**src/rtl/ttps_ram.sv**
```systemverilog
module ttps_ram #(
    parameter int WIDTH = 8,
    parameter int DEPTH = 16
) (
    input  logic                     clk,
    input  logic                     we,
    input  logic [$clog2(DEPTH)-1:0] waddr,
    input  logic [WIDTH-1:0]         wdata,
    input  logic [$clog2(DEPTH)-1:0] raddr,
    output logic [WIDTH-1:0]         rdata
);

    logic [WIDTH-1:0] mem [DEPTH];

    always_ff @(posedge clk)
    begin
        if (we)
        begin
            mem[waddr] <= wdata;
        end
        rdata <= mem[raddr];
    end

endmodule

```
**config.mk**
```make
export PLATFORM = sky130hd
export DESIGN_NAME = ttps_ram
export DESIGN_NICKNAME = d
export VERILOG_FILES = /design/src/rtl/ttps_ram.sv
export SDC_FILE = /design/constraint.sdc
export NUM_CORES = 1
export LEC_CHECK = 0
export BUFFER_PORTS_ARGS = -buffer_cell sky130_fd_sc_hd__clkbuf_2
export CORE_MARGIN = 3
export CORE_UTILIZATION = 52
export CTS_BUF_LIST = sky130_fd_sc_hd__clkbuf_8
export CTS_CLUSTER_DIAMETER = 60
export DETAILED_ROUTE_END_ITERATION = 10
export GPL_TIMING_DRIVEN = 0
export PLACE_DENSITY = 0.66
export SLEW_MARGIN = 20
export SYNTH_ARGS = -nofsm -noshare
export SYNTH_HDL_FRONTEND = slang
export SYNTH_SLANG_ARGS = --single-unit
```
**constraint.sdc**
```tcl
create_clock -name clk -period 3.1 [get_ports clk]
set_input_delay 0.155 -clock clk [delete_from_list [all_inputs] [get_ports clk]]
set_output_delay 0.155 -clock clk [all_outputs]
set_load 0.005 [all_outputs]
```
# Word-level counts from Yosys, hierarchy flattened
# Memories as Yosys holds them, arrays and structs flattened. A register that Yosys moved wholly into a read port is not among the register bits.
# Cells that the tools add are included.
[totals]
mem_bits_ro = 0
ram_bits = 128
wordCells = 3
latchBits = 0
out_inout_bits = 8
n_memories = 1
reg_bits = 0
[op_classes]
mul = 0
div_mod_pow = 0
mux = 2
shift = 0
eq_ne = 0
n_bitwise = 0
reduce_logical = 0
addsub = 0
n_lt_le_gt_ge = 0
[mem_list]
columns = ["memory", "depth", "width", "rd", "rd_clocked_by_memory_dff", "wr", "line", "rtl"]
rows = [
  ["mem", 16, 8, 1, 1, 1, "13", "logic [WIDTH-1:0] mem [DEPTH];"],
]
[ops]
columns = ["cell", "count"]
rows = [
  ["1-bit two-way mux", 2],
]

# Logic depth before layout (Yosys ltp)
# Gate-level depths: netlist of the first run.
[depth]
word_depth = 2
depth_mapped = 5
depth_no_buf = 3

# Least setup slack after synthesis of the first run
# Ideal clock, no wire load.
[synth_timing]
path_kind = "input -> register"
startpoint = "input waddr[2]"
endpoint = "memory mem[0][0] (enable)"
t_required_ps = 2717
setup_ps = 383
path_stages = 2
path_buffers = 0
t_arrival_ps = 1265
path_slack_ps = 1452
cell_sequence = "or3b_2 nor3_1"
[synth_lines]
columns = ["item", "line", "rtl"]
rows = [
  ["from (decl)", "7", "input logic [$clog2(DEPTH)-1:0] waddr,"],
  ["to (decl)", "13", ""],
]
# Straight into the memory's write port.

# Worst setup path in the final report of the first run
[layout_timing]
startpoint = "input waddr[2]"
endpoint = "memory mem[3][5] (enable)"
# Straight into the memory's write port.

==> metrics.txt, run 1 <==
Yosys top cell area share=0.747; Clk pin slew, worst setup/hold paths=0.08 ns; peak supply drop=0.283 mV; Core Box Area=9420 um2; max cap viols=0; Cell Rows=35; vias in the first global route=2373; nets=290; xor-xnor portion of the synthesized cell area=0; time the worst path needs with I/O delays and setup=1.41 ns; global-route wire length before repair=14.5 mm; count leader, synth=edfxtp_1; DIE AREA=11100 um2; I/O pin count=26; clk root buf=clkbuf_8; met1 WL=4.18 mm; status=completed; setup TNS=0 ns; post-synthesis compound-gate area fraction=0.0233; 1st-iter DRT viols=176; arrival time at the worst endpoint=1.45 ns; largest net degree at the start of global routing=17; Peak Freq=0.708 GHz; Yosys top cell by area=edfxtp_1; Clock Sinks=136; Worst-Margin Slew=0.846 ns; Die Span Y=105 um; top_reg_cell synth=edfxtp_1; Top delay family on crit path=simple AND/OR/NAND/NOR gates; CP Cell Sequence=clkbuf_2, or3b_2, nor2_1; Post-synth ARST share=0; Die Wd=105 um; largest family of logic cells by synthesized area=multiplexers; met2 wire length=4.56 mm; initial antenna violation count=0; met3 routed WL=533 um; Pre-Repair DR Iteration Count=4; ANT nets after route=0; Post-Syn Area=5150 um2; CTS hold repair buffers=0; DRC=0; simple-gate portion of the synthesized area=0.0318; Crit Path Class=input pin to flip-flop; H-tree Lvls=4; Req. time, crit path=3.14 ns; leakage power=1.96 nW; Starting Density=0.547; Synthesis Warnings=0; Setup Fix Bufs, Post-CTS=0; ant diodes=0; Final Cycle Share=0.456; total grt overflow=0; TritonCTS clock tree=built; Clock Skew=0.0117 ns; Final Hold Vio Count=0; Pwr Density=642 nW/um2; Syn Nets=247; top cells by area, synth=edfxtp_1, mux4_2, mux4_1; Area Growth Syn to Fin=14.3%; sequential element share of the synthesized area=0.778; Worst setup EP type=flip-flop; CP max stage cell=nor2_1; CP max stage delay=0.66 ns; Max clock buf depth=2; Worst Hold Class=input pin to flip-flop; Via-to-Cell Ratio=5.68; mux cell area share after synthesis=0.150; clk_lat worst skew=0.42 ns; total wire length=9.37 mm; RSZ-0062 raised after global routing=no; Relative slew margins=0.434; layout cells sized above 1=0.309; top cells by count, synth=edfxtp_1, mux4_2, a22oi_1; number of synthesized flops with an enable pin=128; average cell area after synthesis=22.5 um2; Num CTS Buffers=17; Pins Over Slew Limit=0; Post-DP Area=5440 um2; GRT Overall Usage=0.185; unique cell type count in the Yosys netlist=19; vias=2351; final setup fails=0; Worst Path Buf+Inv=1; CP Max Fanout=8; CP Launch Type=input pin; # resized after CTS=0; Post-Syn Instances=229; register bit total from synthesis=136; detailed placer's ending HPWL=5.88 mm; Routed WL per cell=22.6 um; # port buffers=24; adder-cell share of the synthesized area=0; Max Used Layer=met4; fin area=5880 um2; routability cong.=0.730
## registers in the layout, indices dropped and copies added (netlist names)
| signal | cells |
|---|---|
| mem | 128 |
| rdata | 8 |
## placed cells by master (no fill, tap or decap), drive strengths merged
cell type / count
bufinv: 3
nor2: 13
inv: 1
nor2b: 1
clkinv: 3
clkbuf: 45
buf: 7
nand2b: 2
nand3b: 2
nand2: 9
clkinvlp: 4
dfxtp: 8
and2: 1
and2b: 1
edfxtp: 128
a22oi: 16
clkdlybuf4s25: 3
mux4: 32
nand3: 1
or3b: 1
nor3: 4
## layer usage
| metal | vias to the layer above | GRT usage |
|---|---|---|
| met3 | 8 | 0.0380 |
| li1 | 1057 | - |
| met2 | 74 | 0.272 |
| met1 | 1212 | 0.277 |
| met4 | 0 | 0.0749 |
| met5 | - | 0 |
## final timing paths
check | start | end | slack [ns] | depth (start not counted)
max | waddr[2] | mem[3][5] | 1.69 | 3
min | wdata[3] | mem[10][3] | 0.19 | 1
max reg2reg | mem[8][4] | rdata[4] | 1.75 | 3
min reg2reg | mem[8][5] | rdata[5] | 0.69 | 3
## kinds of logic (layout without fill, tap and decap cells)
kind of cell | Yosys count | count (layout)
DFF | 136 | 136
buffers and inverters | 10 | 66
muxes | 32 | 32
and+or+nand+nor | 35 | 35
AOI/OAI and AO/OA | 16 | 16
## per-stage QoR
| step | total power, W | hold WS, ns | setup WS, ns | std cells | utilization |
|---|---|---|---|---|---|
| after global placement | 0.00229 | 0.526 | 0.872 | 382 | 0.577 |
| final | 0.00378 | 0.187 | 1.69 | 414 | 0.625 |
| after detailed placement | 0.00230 | 0.527 | 1.23 | 382 | 0.578 |
| after CTS | 0.00381 | 0.164 | 1.68 | 414 | 0.624 |
| after floorplan | 0.00221 | 0.254 | 1.45 | 229 | - |
| after global routing | 0.00391 | 0.179 | 1.61 | 414 | 0.625 |
## power by group
group	switching [W]	total [W]	leakage (nW)	internal, W
registers	0.00000901	0.00206	1.22	0.00205
logic	0.000112	0.000193	0.523	0.0000813
clock network	0.000641	0.00152	0.211	0.000880
## layout make-up
cell class | count | area, um2
plain buffers | 10 | 86.3
repair buffers | 24 | 120
fillers | 668 | 3530
multi-input cells | 83 | 1080
flip-flops and latches | 136 | 4000
clock inverters | 11 | 146
clock buffers | 21 | 289
well taps | 129 | 161
(Power assumes the default switching activity.)
==> run 2: changes to the inputs <==
==> constraint.sdc (replaced) <==
create_clock -name clk -period 1.3 [get_ports clk]
set_input_delay 0.065 -clock clk [delete_from_list [all_inputs] [get_ports clk]]
set_output_delay 0.065 -clock clk [all_outputs]
set_load 0.005 [all_outputs]
==> run 2 against run 1 <==
Net effect:
- the flow now finishes with violations (negative setup slack)
- hold slack worse by 0.083 ns
- clock skew hardly changed
- final cell count stayed put
- global-route usage is 0.15 points lower
- via count is 0.68% lower
==> metrics.txt, run 2 (same netlist as run 1, synthesis figures left out) <==
Pins Over Slew Limit=0; initial antenna violation count=0; vias in the first global route=2406; total grt overflow=0; reg2reg start=mem[7][4]; DRC=0; sequential power share=0.531; setup TNS=-0.0189 ns; Clk pin slew, worst setup/hold paths=0.08 ns; Clock Skew=0.0119 ns; Via-to-Cell Ratio=5.64; ANT nets after route=0; Logic pwr share=0.053; Die Wd=105 um; ant diodes=0; Final WS setup=-0.0100 ns; Peak Freq=0.763 GHz; CP max stage cell=mux4_2; max FFs per register=128; clk_lat worst skew=0.41 ns; Starting Density=0.547; I/O pin count=26; most frequent cells in the layout=edfxtp_1, mux4_2, clkbuf_2, clkbuf_8; fin util=0.631; RSZ-0062 raised after global routing=yes; biggest regs=mem: 128 flops, rdata: 8 flops; Internal=0.00742 W; Die Span Y=105 um; detailed placer's ending HPWL=5.91 mm; Tot Pwr=0.00926 W; leakage power=1.95 nW; arrival time at the worst endpoint=1.60 ns; R2R Path End=rdata[4]; CP max stage delay=0.52 ns; Routed WL per cell=22.9 um; status=finished, violations left; Setup Fix Bufs, Post-CTS=0; Clock Sinks=136; Num CTS Buffers=17; layout cells sized above 1=0.379; CP Max Fanout=1; H-tree Lvls=4; Top delay family on crit path=multiplexers; Crit Path Class=flip-flop to flip-flop; failing checks=negative setup slack; nets=290; Core Box Area=9420 um2; vias=2335; CP Launch Type=flip-flop; clk root buf=clkbuf_8; routability cong.=0.706; clock power share=0.416; Relative slew margins=0.472; Switch Pwr=0.00183 W; total wire length=9.47 mm; reg-to-reg slack, setup=-0.01 ns; max cap viols=0; # port buffers=24; Top reg by flops=mem; global-route wire length before repair=14.5 mm; TritonCTS clock tree=built; 1st-iter DRT viols=179; most common cell after layout, fill and taps aside=edfxtp_1; CP Cell Sequence=mux4_2, a22oi_2, nand2_1; Reg2Reg Depth=3; Hold Crit Start=wdata[6]; Final Cycle Share=1.01; Worst Hold Class=input pin to flip-flop; GRT Overall Usage=0.184; CTS hold repair buffers=0; Cell Rows=35; Critical path destination=rdata[4]; Crit path depth=3; Req. time, crit path=1.59 ns; peak supply drop=0.760 mV; largest net degree at the start of global routing=17; sw frac=0.198; time the worst path needs with I/O delays and setup=1.31 ns; Max clock buf depth=2; Worst Path Buf+Inv=0; Worst-Margin Slew=0.789 ns; Pwr Density=1560 nW/um2; DIE AREA=11100 um2; Pre-Repair DR Iteration Count=5; Final Hold Vio Count=0; CP startpoint=mem[7][4]; final setup fails=2; Worst setup EP type=flip-flop; Area Growth Syn to Fin=15.4%; fill cell count=642
-- run 2: cell count changes in the layout (fill, tap and decap cells not counted), sizes merged --
cell | previous run | this run
clkbuf | 45 | 42
bufinv | 3 | 5
clkinv | 3 | 4
clkinvlp | 4 | 3
inv | 1 | 2
-- run 2: area by class of cell --
| type | count | area [um2] | area share |
|---|---|---|---|
| buffer | 10 | 86.3 | 0.0145 |
| clock buffer | 18 | 248 | 0.0417 |
| clock inverter | 14 | 208 | 0.0350 |
| multi-input combinational | 83 | 1110 | 0.187 |
| sequential | 136 | 4000 | 0.674 |
| tap | 129 | 161 | 0.0272 |
| timing repair buffer | 24 | 120 | 0.0202 |
-- run 2: worst reg2reg max path, cell delays in order, from the launching register on --
cell and delay, ns:
edfxtp_1 0.38, mux4_2 0.52, a22oi_2 0.20, nand2_1 0.09
-- run 2: worst min path at each step --
stage / cells after the start / slack, ns / endpoint
after floorplan: 0 / 0.16 / mem[0][0]
after global placement: 1 / 0.44 / rdata[4]
after detailed placement: 1 / 0.44 / rdata[4]
after CTS: 1 / 0.07 / mem[1][6]
after global routing: 1 / 0.09 / mem[14][6]
final: 1 / 0.10 / mem[6][6]
-- run 2: stage by stage --
| stage | hold WS (ns) | worst slack (ns) | std cells | instance area, um2 |
|---|---|---|---|---|
| final | 0.104 | -0.0100 | 414 | 5940 |
| after global routing | 0.0880 | -0.0516 | 414 | 5940 |
| after CTS | 0.0741 | -0.0445 | 414 | 5930 |
| after detailed placement | 0.436 | -0.460 | 382 | 5450 |
| after global placement | 0.436 | -0.584 | 382 | 5430 |
| after floorplan | 0.164 | -0.0311 | 229 | 5150 |
-- run 2: what timing repair did --
action                                  4_1_cts  5_1_grt
pin swaps                                     5        3
cloned                                        0        0
resized for setup                            14        8
endpoints found under the setup margin       16       22
endpoints found under the hold margin         0        0
-- run 2: power groups by stage --
stage / Clock [W] / Combinational (W) / Sequential (W)
after floorplan: 0 / 0.000249 / 0.00502
after global placement: 0 / 0.000452 / 0.00501
after detailed placement: 0 / 0.000465 / 0.00502
after CTS: 0.00390 / 0.000488 / 0.00492
after global routing: 0.00409 / 0.000531 / 0.00493
final: 0.00385 / 0.000490 / 0.00492
-- run 2: metal layers --
layer,global-route usage,up-vias,share of wire
met4,0.0389,0,0.0062
li1,-,1054,-
met2,0.287,77,0.49
met1,0.268,1200,0.44
met3,0.0465,4,0.060
met5,0,-,0
==> run 3: changes to the inputs <==
--- a/config.mk
+++ b/config.mk
@@ -7,12 +7,13 @@
 export LEC_CHECK = 0
 export BUFFER_PORTS_ARGS = -buffer_cell sky130_fd_sc_hd__clkbuf_2
 export CORE_MARGIN = 3
-export CORE_UTILIZATION = 52
+export CORE_UTILIZATION = 45
 export CTS_BUF_LIST = sky130_fd_sc_hd__clkbuf_8
 export CTS_CLUSTER_DIAMETER = 60
 export DETAILED_ROUTE_END_ITERATION = 10
 export GPL_TIMING_DRIVEN = 0
-export PLACE_DENSITY = 0.66
+export MAX_ROUTING_LAYER = met4
+export PLACE_DENSITY = 0.59
 export SLEW_MARGIN = 20
 export SYNTH_ARGS = -nofsm -noshare
 export SYNTH_HDL_FRONTEND = slang
==> run 3 against run 2 <==
Net effect:
- the flow still finishes with violations (negative setup slack)
- sequential cell count is the same
- setup slack lost 0.047 ns
- sequential share of layout area grew 0.20 points
- first-iteration DRC count shrank 2.8%
- sequential power is essentially flat
- hold slack lost 0.019 ns
- critical path type unchanged
==> metrics.txt, run 3 (same netlist as run 1, synthesis figures left out) <==
clock power share=0.402; clk root buf=clkbuf_8; register area=4000 um2; Logic pwr share=0.055; Clk pin slew, worst setup/hold paths=0.07 ns; Relative slew margins=0.453; Placement Setup Slack=-0.474 ns; Die Wd=113 um; CP Launch Type=flip-flop; Internal=0.00722 W; Worst Hold Class=input pin to flip-flop; arrival time at the worst endpoint=1.67 ns; fill cell count=869; most frequent cells in the layout=edfxtp_1, mux4_2, clkbuf_2, clkbuf_8; CP max stage delay=0.52 ns; RSZ-0062 raised after global routing=yes; final setup fails=1; nets=290; Crit Path Class=flip-flop to flip-flop; Starting Density=0.467; # port buffers=24; Final WS setup=-0.0568 ns; placed insts=393; leakage power=1.93 nW; DRC=0; total wire length=9.87 mm; Peak Freq=0.737 GHz; Pre-Repair DR Iteration Count=4; Reg2Reg Depth=3; Req. time, crit path=1.62 ns; Worst setup EP type=flip-flop; hold-critical path depth=1; total grt overflow=0; failing checks=negative setup slack; Pins Over Slew Limit=0; sw frac=0.204; Top delay family on crit path=multiplexers; Area Growth Syn to Fin=15.0%; detailed placer's ending HPWL=6.12 mm; CP max stage cell=mux4_2; vias=2352; Num CTS Buffers=17; Cell Rows=38; Tot Pwr=0.00907 W; largest net degree at the start of global routing=17; 1st-iter DRT viols=174; reg-to-reg slack, setup=-0.06 ns; vias in the first global route=2449; Worst Path Buf+Inv=0; Routed WL per cell=23.2 um; Via-to-Cell Ratio=5.53; GRT Overall Usage=0.174; CP Cell Sequence=mux4_2, a22oi_2, nand2_1; Die Span Y=113 um; clk_lat worst skew=0.43 ns; DIE AREA=12800 um2; Pwr Density=1530 nW/um2; Final Hold Vio Count=0; ant diodes=0; peak supply drop=0.606 mV; Top reg by flops=mem; global-route wire length before repair=15.0 mm; area taken by multi-input logic gates=1110 um2; I/O pin count=26; Clock Sinks=136; max FFs per register=128; Clock Skew=0.00711 ns; most common cell after layout, fill and taps aside=edfxtp_1; Switch Pwr=0.00185 W; CTS hold repair buffers=0; routability cong.=0.725; TritonCTS clock tree=built; non-filler cells, final=425; max cap viols=0; H-tree Lvls=4; biggest regs=mem: 128 flops, rdata: 8 flops; CP Max Fanout=1; time the worst path needs with I/O delays and setup=1.36 ns; Worst-Margin Slew=0.818 ns; Core Box Area=11000 um2; status=finished, violations left; Final Cycle Share=1.04; sequential power share=0.543; ANT nets after route=0; initial antenna violation count=0; layout cells sized above 1=0.389; Max clock buf depth=2; Crit path depth=3
run 3: per-layer routing:
| layer | GRT usage | share of wire |
|---|---|---|
| met1 | 0.243 | 0.47 |
| met2 | 0.243 | 0.47 |
| met3 | 0.0401 | 0.038 |
| met4 | 0.0873 | 0.021 |
| met5 | - | 0 |
run 3: power groups by stage:
| stage | logic (W) | registers [W] | clock network (W) |
|---|---|---|---|
| 6_report | 0.000499 | 0.00492 | 0.00365 |
| 5_1_grt | 0.000538 | 0.00493 | 0.00395 |
| 3_5_place_dp | 0.000472 | 0.00502 | 0 |
| 2_1_floorplan | 0.000249 | 0.00502 | 0 |
| 4_1_cts | 0.000486 | 0.00492 | 0.00373 |
| 3_3_place_gp | 0.000461 | 0.00501 | 0 |
run 3: repair_timing:
action / 4_1_cts / 5_1_grt
buffers inserted: 0 / 0
pin swaps: 5 / 2
setup endpoints to repair: 7 / 40
resized for setup: 9 / 14
run 3: layout make-up:
cell class              instances  share of cell area
flip-flops and latches        136               0.676
multi-input cells              83               0.187
clock buffers                  18              0.0418
clock inverters                14              0.0304
well taps                     140              0.0296
repair buffers                 24              0.0203
plain buffers                  10              0.0146
run 3: worst paths after layout:
kind | start | end
setup / recovery | mem[7][0] | rdata[0]
hold / removal | wdata[6] | mem[6][6]
setup reg to reg | mem[7][0] | rdata[0]
hold reg to reg | mem[11][2] | rdata[2]
run 3: stage by stage:
stage	cell area (um2)	TNS [ns]	hold WS (ns)	utilization
floorplan	5150	-0.863	0.164	-
global placement	5450	-38.92	0.439	0.494
detailed placement	5460	-32.30	0.435	0.495
CTS	5900	-0.0750	0.0511	0.535
global route	5920	-0.166	0.0807	0.537
finish	5920	-0.0568	0.0849	0.537
